File: src/design/wpp_pkg.sv
// Package for the waveform peak and pedestal block.
// Holds the item types, the controller state and command types, and fixed constants.
// No dependencies.
package wpp_pkg;

  localparam int SAMPLE_W = 12;
  localparam int IDX_W    = 8;
  localparam int SUM_W    = 18;
  localparam int SQ_W     = 30;
  localparam int CNT_W    = 7;
  localparam int NSQ_W    = CNT_W + SQ_W;
  localparam int S2_W     = 2 * SUM_W;
  localparam int ROOT_W   = (NSQ_W + 1) / 2;
  localparam int RAD_W    = 2 * ROOT_W;
  localparam int SQREM_W  = ROOT_W + 3;
  localparam int DIV_W    = ROOT_W + 4;
  localparam int MEAN_W   = 16;
  localparam int RMS_W    = 15;
  localparam int STEP_W   = 5;

  localparam logic [STEP_W-1:0] ROOT_LAST = STEP_W'(ROOT_W - 1);
  localparam logic [STEP_W-1:0] DIV_LAST  = STEP_W'(DIV_W - 1);

  localparam logic [SAMPLE_W-1:0] SAMPLE_MAX = 12'hfff;

  localparam int CFG_IDX_W  = 2;
  localparam int CFG_DATA_W = 8;
  localparam logic [CFG_IDX_W-1:0] CFG_PED_START   = 2'd0;
  localparam logic [CFG_IDX_W-1:0] CFG_PED_CHANNEL = 2'd1;

  localparam logic [IDX_W-1:0] PED_START_RST   = 8'd10;
  localparam logic [1:0]       PED_CHANNEL_RST = 2'd2;

  localparam logic [1:0] CH0 = 2'd0;
  localparam logic [1:0] CH1 = 2'd1;
  localparam logic [1:0] CH2 = 2'd2;

  typedef struct packed {
    logic [SAMPLE_W-1:0] raw_ch0;
    logic [SAMPLE_W-1:0] raw_ch1;
    logic [SAMPLE_W-1:0] raw_ch2;
    logic                last_sample;
  } wpp_in_t;

  typedef struct packed {
    logic [SAMPLE_W-1:0] peak_ch0;
    logic [IDX_W-1:0]    peak_index_ch0;
    logic [SAMPLE_W-1:0] peak_ch1;
    logic [IDX_W-1:0]    peak_index_ch1;
    logic [SAMPLE_W-1:0] peak_ch2;
    logic [IDX_W-1:0]    peak_index_ch2;
    logic [MEAN_W-1:0]   ped_mean_q4;
    logic [RMS_W-1:0]    ped_rms_q4;
    logic                ped_valid;
  } wpp_out_t;

  typedef enum logic [3:0] {
    ST_IDLE,
    ST_PROD,
    ST_ROOT_INIT,
    ST_ROOT,
    ST_MEAN_INIT,
    ST_MEAN,
    ST_RMS_INIT,
    ST_RMS,
    ST_EMIT
  } wpp_state_t;

  typedef struct packed {
    logic sample;
    logic prod;
    logic root_init;
    logic root_step;
    logic mean_init;
    logic rms_init;
    logic div_step;
    logic emit;
  } wpp_cmd_t;

  typedef struct packed {
    logic root_last;
    logic div_last;
  } wpp_status_t;

endpackage

File: src/design/waveform_peak_and_pedestal.sv
// Result: an event's result becomes valid once the arithmetic after its last sample is done,
// or later if the previous result is still held by out_stall.
// Throughput: one item per cycle within an event; after the last sample the input stalls
// through the products, the 19-step square root and two 23-step divisions on one divider.
// Reset (rst_n low at a clock edge): event state cleared, ped_start = 10, ped_channel = 2.
// Depends on wpp_pkg, wpp_ctrl and wpp_datapath.
module waveform_peak_and_pedestal
  import wpp_pkg::*;
#(
  parameter int PED_LEN     = 20,
  parameter int MAX_SAMPLES = 256
) (
  input  logic                  clk,
  input  logic                  rst_n,
  input  logic                  in_valid,
  output logic                  in_stall,
  input  wpp_in_t               in_item,
  output logic                  out_valid,
  input  logic                  out_stall,
  output wpp_out_t              out_item,
  input  logic                  cfg_valid,
  output logic                  cfg_ready,
  input  logic [CFG_IDX_W-1:0]  cfg_index,
  input  logic [CFG_DATA_W-1:0] cfg_data
);

  wpp_cmd_t    cmd;
  wpp_status_t status;
  wpp_out_t    result;

  logic     out_valid_r, out_valid_nxt;
  wpp_out_t out_item_r, out_item_nxt;
  logic     out_free;

  // Configuration writes are always taken; the user must issue them only while the
  // block is idle (the block itself does not enforce it), so they take effect from the next sample.
  assign cfg_ready = 1'b1;

  // The output register frees up either when it is empty or when its item
  // leaves at this edge, so a new result can follow without a gap.
  assign out_free = !out_valid_r || !out_stall;

  // The controller takes samples while idle. On the last sample of an event
  // it stalls the input and walks the datapath through the products, the
  // square root and the two divisions, then hands the result to the output
  // register and clears the event state in the same cycle.
  wpp_ctrl u_ctrl (
    .clk      (clk),
    .rst_n    (rst_n),
    .in_valid (in_valid),
    .in_last  (in_item.last_sample),
    .out_free (out_free),
    .status   (status),
    .in_stall (in_stall),
    .cmd      (cmd)
  );

  wpp_datapath #(
    .PED_LEN     (PED_LEN),
    .MAX_SAMPLES (MAX_SAMPLES)
  ) u_datapath (
    .clk       (clk),
    .rst_n     (rst_n),
    .cfg_we    (cfg_valid),
    .cfg_index (cfg_index),
    .cfg_data  (cfg_data),
    .in_item   (in_item),
    .cmd       (cmd),
    .status    (status),
    .result    (result)
  );

  always_comb begin
    out_valid_nxt = out_valid_r;
    out_item_nxt  = out_item_r;
    if (cmd.emit) begin
      out_valid_nxt = 1'b1;
      out_item_nxt  = result;
    end else if (out_valid_r && !out_stall) begin
      out_valid_nxt = 1'b0;
    end
  end

  always_ff @(posedge clk) begin
    if (!rst_n) begin
      out_valid_r <= 1'b0;
    end else begin
      out_valid_r <= out_valid_nxt;
    end
  end

  always_ff @(posedge clk) begin
    out_item_r <= out_item_nxt;
  end

  assign out_valid = out_valid_r;
  assign out_item  = out_item_r;

endmodule

File: src/design/wpp_ctrl.sv
// Controller state machine of the waveform peak and pedestal block.
// Sequences sample intake and the end-of-event arithmetic; depends on wpp_pkg.
module wpp_ctrl
  import wpp_pkg::*;
(
  input  logic        clk,
  input  logic        rst_n,
  input  logic        in_valid,
  input  logic        in_last,
  input  logic        out_free,
  input  wpp_status_t status,
  output logic        in_stall,
  output wpp_cmd_t    cmd
);

  wpp_state_t state_r, state_nxt;

  always_ff @(posedge clk) begin
    if (!rst_n) begin
      state_r <= ST_IDLE;
    end else begin
      state_r <= state_nxt;
    end
  end

  always_comb begin
    state_nxt = state_r;
    cmd       = '0;
    in_stall  = 1'b1;
    unique case (state_r)
      ST_IDLE: begin
        in_stall   = 1'b0;
        cmd.sample = in_valid;
        if (in_valid && in_last) begin
          state_nxt = ST_PROD;
        end
      end
      ST_PROD: begin
        cmd.prod  = 1'b1;
        state_nxt = ST_ROOT_INIT;
      end
      ST_ROOT_INIT: begin
        cmd.root_init = 1'b1;
        state_nxt     = ST_ROOT;
      end
      ST_ROOT: begin
        cmd.root_step = 1'b1;
        if (status.root_last) begin
          state_nxt = ST_MEAN_INIT;
        end
      end
      ST_MEAN_INIT: begin
        cmd.mean_init = 1'b1;
        state_nxt     = ST_MEAN;
      end
      ST_MEAN: begin
        cmd.div_step = 1'b1;
        if (status.div_last) begin
          state_nxt = ST_RMS_INIT;
        end
      end
      ST_RMS_INIT: begin
        cmd.rms_init = 1'b1;
        state_nxt    = ST_RMS;
      end
      ST_RMS: begin
        cmd.div_step = 1'b1;
        if (status.div_last) begin
          state_nxt = ST_EMIT;
        end
      end
      ST_EMIT: begin
        if (out_free) begin
          cmd.emit  = 1'b1;
          state_nxt = ST_IDLE;
        end
      end
      default: begin
        state_nxt = ST_IDLE;
      end
    endcase
  end

endmodule

File: src/design/wpp_datapath.sv
// Datapath of the waveform peak and pedestal block: per-sample peak tracking,
// pedestal sums, the square root, and the shared divider steps. Depends on wpp_pkg.
module wpp_datapath
  import wpp_pkg::*;
#(
  parameter int PED_LEN     = 20,
  parameter int MAX_SAMPLES = 256
) (
  input  logic                  clk,
  input  logic                  rst_n,
  input  logic                  cfg_we,
  input  logic [CFG_IDX_W-1:0]  cfg_index,
  input  logic [CFG_DATA_W-1:0] cfg_data,
  input  wpp_in_t               in_item,
  input  wpp_cmd_t              cmd,
  output wpp_status_t           status,
  output wpp_out_t              result
);

  logic [IDX_W-1:0]    ped_start_r, ped_start_nxt;
  logic [1:0]          ped_channel_r, ped_channel_nxt;

  logic [IDX_W-1:0]    sample_index_r, sample_index_nxt;
  logic [SAMPLE_W-1:0] peak_value_r    [3];
  logic [SAMPLE_W-1:0] peak_value_nxt  [3];
  logic [IDX_W-1:0]    peak_position_r [3];
  logic [IDX_W-1:0]    peak_position_nxt [3];
  logic [SUM_W-1:0]    ped_sum_r, ped_sum_nxt;
  logic [SQ_W-1:0]     ped_sumsq_r, ped_sumsq_nxt;
  logic [CNT_W-1:0]    ped_count_r, ped_count_nxt;

  logic [NSQ_W-1:0]    nsq_r, nsq_nxt;
  logic [S2_W-1:0]     s2_r, s2_nxt;
  logic [RAD_W-1:0]    rad_r, rad_nxt;
  logic [ROOT_W-1:0]   root_r, root_nxt;
  logic [SQREM_W-1:0]  sq_rem_r, sq_rem_nxt;
  logic [DIV_W-1:0]    div_num_r, div_num_nxt;
  logic [CNT_W-1:0]    div_rem_r, div_rem_nxt;
  logic [MEAN_W-1:0]   mean_r, mean_nxt;
  logic [STEP_W-1:0]   step_r, step_nxt;

  logic [SAMPLE_W-1:0]   raw [3];
  logic [SAMPLE_W-1:0]   inv [3];
  logic [SAMPLE_W-1:0]   ped_sample;
  logic                  ped_chan_ok;
  logic                  in_window;
  logic [2*SAMPLE_W-1:0] ped_square;
  logic [NSQ_W-1:0]      s2_wide;
  logic [NSQ_W-1:0]      radicand;
  logic [SQREM_W-1:0]    sq_pre;
  logic [SQREM_W-1:0]    sq_trial;
  logic                  sq_ge;
  logic [CNT_W:0]        div_pre;
  logic [CNT_W:0]        div_diff;
  logic                  div_ge;
  logic                  n_zero;

  assign raw[0] = in_item.raw_ch0;
  assign raw[1] = in_item.raw_ch1;
  assign raw[2] = in_item.raw_ch2;

  always_comb begin
    for (int c = 0; c < 3; c++) begin
      inv[c] = SAMPLE_MAX - raw[c];
    end
  end

  always_comb begin
    ped_sample  = '0;
    ped_chan_ok = 1'b0;
    unique case (ped_channel_r)
      CH0: begin
        ped_sample  = inv[0];
        ped_chan_ok = 1'b1;
      end
      CH1: begin
        ped_sample  = inv[1];
        ped_chan_ok = 1'b1;
      end
      CH2: begin
        ped_sample  = inv[2];
        ped_chan_ok = 1'b1;
      end
      default: begin
        ped_sample  = '0;
        ped_chan_ok = 1'b0;
      end
    endcase
  end

  assign in_window = ped_chan_ok
                  && ({1'b0, sample_index_r} >= {1'b0, ped_start_r})
                  && ({1'b0, sample_index_r} < ({1'b0, ped_start_r} + (IDX_W+1)'(PED_LEN)))
                  && (ped_count_r < CNT_W'(PED_LEN));

  assign ped_square = {{SAMPLE_W{1'b0}}, ped_sample} * {{SAMPLE_W{1'b0}}, ped_sample};

  // One restoring step of the digit-by-digit square root.
  assign sq_pre   = {sq_rem_r[SQREM_W-3:0], rad_r[RAD_W-1 -: 2]};
  assign sq_trial = {1'b0, root_r, 2'b01};
  assign sq_ge    = sq_pre >= sq_trial;

  // One restoring step of the divider; the divisor is the pedestal count.
  assign div_pre  = {div_rem_r, div_num_r[DIV_W-1]};
  assign div_diff = div_pre - {1'b0, ped_count_r};
  assign div_ge   = div_pre >= {1'b0, ped_count_r};

  assign s2_wide  = {{(NSQ_W-S2_W){1'b0}}, s2_r};
  assign radicand = (nsq_r > s2_wide) ? (nsq_r - s2_wide) : '0;

  always_comb begin
    ped_start_nxt   = ped_start_r;
    ped_channel_nxt = ped_channel_r;
    if (cfg_we) begin
      unique case (cfg_index)
        CFG_PED_START:   ped_start_nxt   = cfg_data;
        CFG_PED_CHANNEL: ped_channel_nxt = cfg_data[1:0];
        default: begin
          ped_start_nxt   = ped_start_r;
          ped_channel_nxt = ped_channel_r;
        end
      endcase
    end
  end

  always_comb begin
    sample_index_nxt = sample_index_r;
    ped_sum_nxt      = ped_sum_r;
    ped_sumsq_nxt    = ped_sumsq_r;
    ped_count_nxt    = ped_count_r;
    for (int c = 0; c < 3; c++) begin
      peak_value_nxt[c]    = peak_value_r[c];
      peak_position_nxt[c] = peak_position_r[c];
    end
    if (cmd.emit) begin
      sample_index_nxt = '0;
      ped_sum_nxt      = '0;
      ped_sumsq_nxt    = '0;
      ped_count_nxt    = '0;
      for (int c = 0; c < 3; c++) begin
        peak_value_nxt[c]    = '0;
        peak_position_nxt[c] = '0;
      end
    end else if (cmd.sample) begin
      for (int c = 0; c < 3; c++) begin
        // Strictly larger only, so the first occurrence of a peak is kept.
        if (inv[c] > peak_value_r[c]) begin
          peak_value_nxt[c]    = inv[c];
          peak_position_nxt[c] = sample_index_r;
        end
      end
      if (in_window) begin
        ped_sum_nxt   = ped_sum_r + SUM_W'(ped_sample);
        ped_sumsq_nxt = ped_sumsq_r + SQ_W'(ped_square);
        ped_count_nxt = ped_count_r + CNT_W'(1);
      end
      if (sample_index_r < IDX_W'(MAX_SAMPLES - 1)) begin
        sample_index_nxt = sample_index_r + IDX_W'(1);
      end
    end
  end

  always_comb begin
    nsq_nxt     = nsq_r;
    s2_nxt      = s2_r;
    rad_nxt     = rad_r;
    root_nxt    = root_r;
    sq_rem_nxt  = sq_rem_r;
    div_num_nxt = div_num_r;
    div_rem_nxt = div_rem_r;
    mean_nxt    = mean_r;
    step_nxt    = step_r;
    if (cmd.prod) begin
      nsq_nxt = {{SQ_W{1'b0}}, ped_count_r} * {{CNT_W{1'b0}}, ped_sumsq_r};
      s2_nxt  = {{SUM_W{1'b0}}, ped_sum_r} * {{SUM_W{1'b0}}, ped_sum_r};
    end
    if (cmd.root_init) begin
      rad_nxt    = {{(RAD_W-NSQ_W){1'b0}}, radicand};
      root_nxt   = '0;
      sq_rem_nxt = '0;
      step_nxt   = '0;
    end
    if (cmd.root_step) begin
      rad_nxt    = {rad_r[RAD_W-3:0], 2'b00};
      root_nxt   = {root_r[ROOT_W-2:0], sq_ge};
      sq_rem_nxt = sq_ge ? (sq_pre - sq_trial) : sq_pre;
      step_nxt   = step_r + STEP_W'(1);
    end
    if (cmd.mean_init) begin
      div_num_nxt = {{(DIV_W-SUM_W-4){1'b0}}, ped_sum_r, 4'b0000};
      div_rem_nxt = '0;
      step_nxt    = '0;
    end
    if (cmd.rms_init) begin
      mean_nxt    = div_num_r[MEAN_W-1:0];
      div_num_nxt = {root_r, 4'b0000};
      div_rem_nxt = '0;
      step_nxt    = '0;
    end
    if (cmd.div_step) begin
      div_num_nxt = {div_num_r[DIV_W-2:0], div_ge};
      div_rem_nxt = div_ge ? div_diff[CNT_W-1:0] : div_pre[CNT_W-1:0];
      step_nxt    = step_r + STEP_W'(1);
    end
  end

  always_ff @(posedge clk) begin
    if (!rst_n) begin
      ped_start_r    <= PED_START_RST;
      ped_channel_r  <= PED_CHANNEL_RST;
      sample_index_r <= '0;
      ped_sum_r      <= '0;
      ped_sumsq_r    <= '0;
      ped_count_r    <= '0;
      step_r         <= '0;
      for (int c = 0; c < 3; c++) begin
        peak_value_r[c]    <= '0;
        peak_position_r[c] <= '0;
      end
    end else begin
      ped_start_r    <= ped_start_nxt;
      ped_channel_r  <= ped_channel_nxt;
      sample_index_r <= sample_index_nxt;
      ped_sum_r      <= ped_sum_nxt;
      ped_sumsq_r    <= ped_sumsq_nxt;
      ped_count_r    <= ped_count_nxt;
      step_r         <= step_nxt;
      for (int c = 0; c < 3; c++) begin
        peak_value_r[c]    <= peak_value_nxt[c];
        peak_position_r[c] <= peak_position_nxt[c];
      end
    end
  end

  always_ff @(posedge clk) begin
    nsq_r     <= nsq_nxt;
    s2_r      <= s2_nxt;
    rad_r     <= rad_nxt;
    root_r    <= root_nxt;
    sq_rem_r  <= sq_rem_nxt;
    div_num_r <= div_num_nxt;
    div_rem_r <= div_rem_nxt;
    mean_r    <= mean_nxt;
  end

  assign status.root_last = (step_r == ROOT_LAST);
  assign status.div_last  = (step_r == DIV_LAST);

  // An empty pedestal reports zero mean and rms.
  assign n_zero = (ped_count_r == '0);

  assign result.peak_ch0       = peak_value_r[0];
  assign result.peak_index_ch0 = peak_position_r[0];
  assign result.peak_ch1       = peak_value_r[1];
  assign result.peak_index_ch1 = peak_position_r[1];
  assign result.peak_ch2       = peak_value_r[2];
  assign result.peak_index_ch2 = peak_position_r[2];
  assign result.ped_mean_q4    = n_zero ? '0 : mean_r;
  assign result.ped_rms_q4     = n_zero ? '0 : div_num_r[RMS_W-1:0];
  assign result.ped_valid      = (ped_count_r == CNT_W'(PED_LEN));

endmodule
File: config.mk
export PLATFORM = sky130hd
export DESIGN_NAME = waveform_peak_and_pedestal
export DESIGN_NICKNAME = d
export VERILOG_FILES = /design/src/design/wpp_pkg.sv /design/src/design/waveform_peak_and_pedestal.sv /design/src/design/wpp_ctrl.sv /design/src/design/wpp_datapath.sv
export SDC_FILE = /design/constraint.sdc
export NUM_CORES = 2
export LEC_CHECK = 0
export ABC_AREA = 1
export BUFFER_PORTS_ARGS = -buffer_cell sky130_fd_sc_hd__buf_4
export CORE_MARGIN = 2
export CORE_UTILIZATION = 45
export CTS_BUF_LIST = sky130_fd_sc_hd__clkbuf_8
export DETAILED_ROUTE_END_ITERATION = 8
export PLACE_DENSITY = 0.61
export SETUP_SLACK_MARGIN = 0.15
export SYNTH_ARGS = -nofsm -noshare
export SYNTH_HDL_FRONTEND = slang
export SYNTH_HIERARCHICAL = 1
export SYNTH_SLANG_ARGS = --single-unit
File: constraint.sdc
create_clock -name clk -period 7.3 [get_ports clk]
set_clock_uncertainty 0.2 [all_clocks]
set_input_delay 1.825 -clock clk [delete_from_list [all_inputs] [get_ports clk]]
set_output_delay 1.825 -clock clk [all_outputs]
set_load 0.02 [all_outputs]
==> results.txt <==
The share of flip-flops with an asynchronous set or reset after synthesis was 0. Along the worst hold path, the cell count comes to 0. Number of hold violations in the final report: 0. The flow ran to the end, and the final reports show no timing, DRC or antenna violations. The total count of max-transition violations in the final report is 0. The portion of the clock cycle consumed by the worst path in the final layout is 0.915. Iteration-0 DRC count of the detailed router: 2506. The clock latency of the later-clocked register in the worst-skew pair is 680 ps, and the via count is 33300.

In this run the vertical extent of the chip is 311 um. The worst-case IR drop observed on VDD is 256 uV. The post-CTS resize count was 0. The global-route wire length before repair is 182000 um, and the normalized max-slew margin is 0.377.

TritonCTS built the clock tree. Fraction of final layout cells sized beyond drive strength 1: 0.0760. The run gives 6037 as the synthesized net count. Met3 track demand over resource in global routing: 0.0239. The startpoint type of the worst setup path is a flip-flop. Once detail routing completed, the nets flagged for antenna violations numbered 0. The total power of the final layout was 0.0119 W. The logs give 0.389 for the met2 usage in global routing and 0.0425 mm^2 for the post-synthesis instance area.

Summed over all layers, the global routing overflow is 0. The worst setup path is of the flip-flop to flip-flop kind. Slowest cell on the critical path: sky130_fd_sc_hd__o221ai_1. Setup repair after global routing left no endpoint under its margin. Most frequent cell after synthesis: sky130_fd_sc_hd__inv_1.

For the pin with the worst max-slew slack, the measured transition is 934 ps. The core region is 0.0935 mm^2. By count the netlist is led by 1173 x sky130_fd_sc_hd__inv_1, 1078 x sky130_fd_sc_hd__nand2_1, 460 x sky130_fd_sc_hd__fa_1.

The reported leakage power is 24.6 nW. The maximum cell stage delay along the critical path was 710 ps; the met1 track demand over resource was 0.335. Data required time of the worst path: 7700 ps. Synthesis produced 5163 cells. Clock tree synthesis selected as its root buffer the cell sky130_fd_sc_hd__clkbuf_8. The run gives 33600 as the number of global-route vias before repair. The prevailing post-synth register cell is sky130_fd_sc_hd__edfxtp_1. The clock period minus final worst setup slack came out at 6680 ps. Summed over all instances, the cell type with the most area after synthesis is sky130_fd_sc_hd__fa_1.

The number of top-level pins is 147. Setup violations remaining at the end of the flow were counted as 0. The number of distinct library cells after synthesis was 58; the number of vias per cell was 5.02. Port buffering added 145 buffers.

In this run the worst hold path is classified as flip-flop to flip-flop. Buffers added to address setup during post-CTS repair amount to 0. The kind of capture point of the worst setup path is a flip-flop. For the number of remaining DRC errors, the log shows 0. In this run the mean area of a mapped cell was 8.23 um^2. Die width: 311 um. The maximum buffer depth of the clock tree is 3.

At the end of routability-driven placement, the weighted congestion stood at 0.955. The area share of the largest cell type after synthesis is 0.217, and the number of max-cap violations is 0. The total routing resource utilization after global routing was 0.234; the site row count was 112.

The floorplan step defined a die boundary enclosing 0.0969 mm^2. Detailed placement ended at an HPWL of 89900 um. Compared with the post-synthesis result, the final layout area differs by 10.0%.

After detailed routing, the total wire length is 111000 um. The number of clock buffers added by TritonCTS is 80. In this run, synthesis produced a sequential element count of 430. Final layout net count: 6187.

Power density of the placed cells: 254 mW/mm^2. The largest net degree at the start of global routing is 76. For this design, the sink count on the clock tree is 430.

For the fraction of the yosys area taken by sequential cells, the log shows 0.270. In the post-synthesis netlist, the biggest area contributors are sky130_fd_sc_hd__fa_1 22%, sky130_fd_sc_hd__edfxtp_1 20%, sky130_fd_sc_hd__ha_1 11%. met2 is the most crowded layer.

The clock transition at the registers of the reported paths is 60 ps, and the maximum operating frequency is 150 MHz. Wire length per cell: 16.8 um. The run gives 3 as the count of H-tree levels built during CTS. Arrival time of data at the critical path endpoint: 7080 ps. The run gives 6 as the Yosys warning count. Traced cell by cell, the critical path runs through nor2_2, clkinv_1, o221ai_1, nand2_1, xor2_1, ha_1, o21bai_1, fa_1, inv_1, fa_1, inv_1, fa_1, inv_1, fa_1, inv_1, ha_1, nand2_1, o21ai_0, a21oi_1, nand2_1, a21oi_1, xnor2_1, nor2_1, nor2_1. The filler cells instantiated in the layout total 9118.

The tightest hold path in the finished design has a slack of 202 ps. The tools report the initial cell density of the core as 0.454. The maximum fanout along the worst path works out to 10.

The synthesized design contains 285 enable-type register cells. Initial antenna violation count: 5. Before antenna repair, the detailed router went through 5 iterations. Hold repair after CTS inserted 0 buffers. The number of cells traversed by the worst register-to-register path was 24.
-- final timing paths --
path              slack, ps                         startpoint                         end
setup / recovery        620        u_datapath/ped_channel_r[0]  u_datapath/ped_sumsq_r[22]
hold / removal          200  u_datapath/peak_position_r[0][21]                out_item[37]
setup reg to reg        620        u_datapath/ped_channel_r[0]  u_datapath/ped_sumsq_r[22]
hold reg to reg         200  u_datapath/peak_position_r[0][21]                out_item[37]
-- cell families (layout without fill, tap and decap cells) --
kind of cell | Yosys count | after routing | synth area share
AND/OR/NAND/NOR | 1654 | 1654 | 0.157
buffers and inverters | 1350 | 1566 | 0.121
adder cells (fa/ha/maj) | 822 | 822 | 0.323
AO/OA/AOI/OAI | 761 | 761 | 0.0988
flip-flops | 430 | 430 | 0.270
XOR/XNOR | 143 | 143 | 0.0295
multiplexers | 2 | 2 | 0.000501
other | 1 | 2 | 0.0000883
-- cells in the final DEF (no fill, tap or decap), types with 27 or more instances in the layout --
| master | count |
|---|---|
| sky130_fd_sc_hd__nand2_1 | 1078 |
| sky130_fd_sc_hd__edfxtp_1 | 285 |
| sky130_fd_sc_hd__nand4_1 | 27 |
| sky130_fd_sc_hd__o21ai_0 | 249 |
| sky130_fd_sc_hd__buf_4 | 236 |
| sky130_fd_sc_hd__nor3_1 | 41 |
| sky130_fd_sc_hd__xor2_1 | 82 |
| sky130_fd_sc_hd__clkbuf_8 | 86 |
| sky130_fd_sc_hd__nor2_1 | 323 |
| sky130_fd_sc_hd__inv_1 | 1194 |
| sky130_fd_sc_hd__dfxtp_1 | 145 |
| sky130_fd_sc_hd__nand3_1 | 126 |
| sky130_fd_sc_hd__a21oi_1 | 368 |
| sky130_fd_sc_hd__ha_1 | 362 |
| sky130_fd_sc_hd__xnor2_1 | 61 |
| sky130_fd_sc_hd__fa_1 | 460 |
-- sequential cells by signal, summed over array words and instances (netlist names), 8 cells and up --
register                    cells
u_datapath/sq_rem_r            20
u_datapath/sample_index_r       8
u_datapath/ped_sumsq_r         30
u_datapath/rad_r               38
u_datapath/peak_position_r     24
u_datapath/div_num_r           23
u_datapath/nsq_r               37
u_datapath/root_r              19
u_datapath/mean_r              16
out_item                       92
u_datapath/ped_sum_r           18
u_datapath/peak_value_r        36
u_datapath/ped_start_r          8
u_datapath/s2_r                35
-- final cells by class --
cell class | instances | area [um^2] | area share
Sequential cell | 430 | 11500 | 0.245
Antenna cell | 1 | 2.50 | 0.0000535
Timing Repair Buffer | 236 | 1770 | 0.0379
Multi-Input combinational cell | 3383 | 25900 | 0.555
Clock inverter | 62 | 387 | 0.00827
Clock buffer | 86 | 1180 | 0.0253
Tap cell | 1254 | 1570 | 0.0336
Inverter | 1182 | 4440 | 0.0950
-- layer usage --
| metal | vias up | share of wire |
|---|---|---|
| li1 | 16400 | - |
| met1 | 16100 | 0.47 |
| met2 | 702 | 0.47 |
| met3 | 91 | 0.046 |
| met4 | 0 | 0.015 |
| met5 | - | 0 |
-- worst max-delay path: cells and delay by family (launching register included) --
family	cells	cell delay, ps
AOI/OAI and AO/OA	5	1500
xor gates and xnor gates	2	360
adders and majority gates	6	2470
buffers and inverters	5	620
DFF	1	380
and+or+nand+nor	6	1090
-- metrics by stage --
stage,cell area [um^2],setup TNS [ps],setup WS (ps),instances,util
6_report,46700,0,619,6634,0.500
5_1_grt,46700,0,223,6634,0.500
4_1_cts,46700,0,482,6633,0.500
3_5_place_dp,45100,-1850,-234,6485,0.483
3_3_place_gp,45100,-1840,-234,6485,0.483
2_1_floorplan,42500,0,556,5163,-
-- power by group --
group / internal (W) / leakage, nW / switching (W) / total, W
Clock: 0.00119 / 0.876 / 0.00112 / 0.00231
Combinational: 0.00209 / 19.8 / 0.00386 / 0.00596
Sequential: 0.00332 / 3.88 / 0.000282 / 0.00360
Total: 0.00660 / 24.6 / 0.00526 / 0.0119
(Power assumes the default switching activity.)
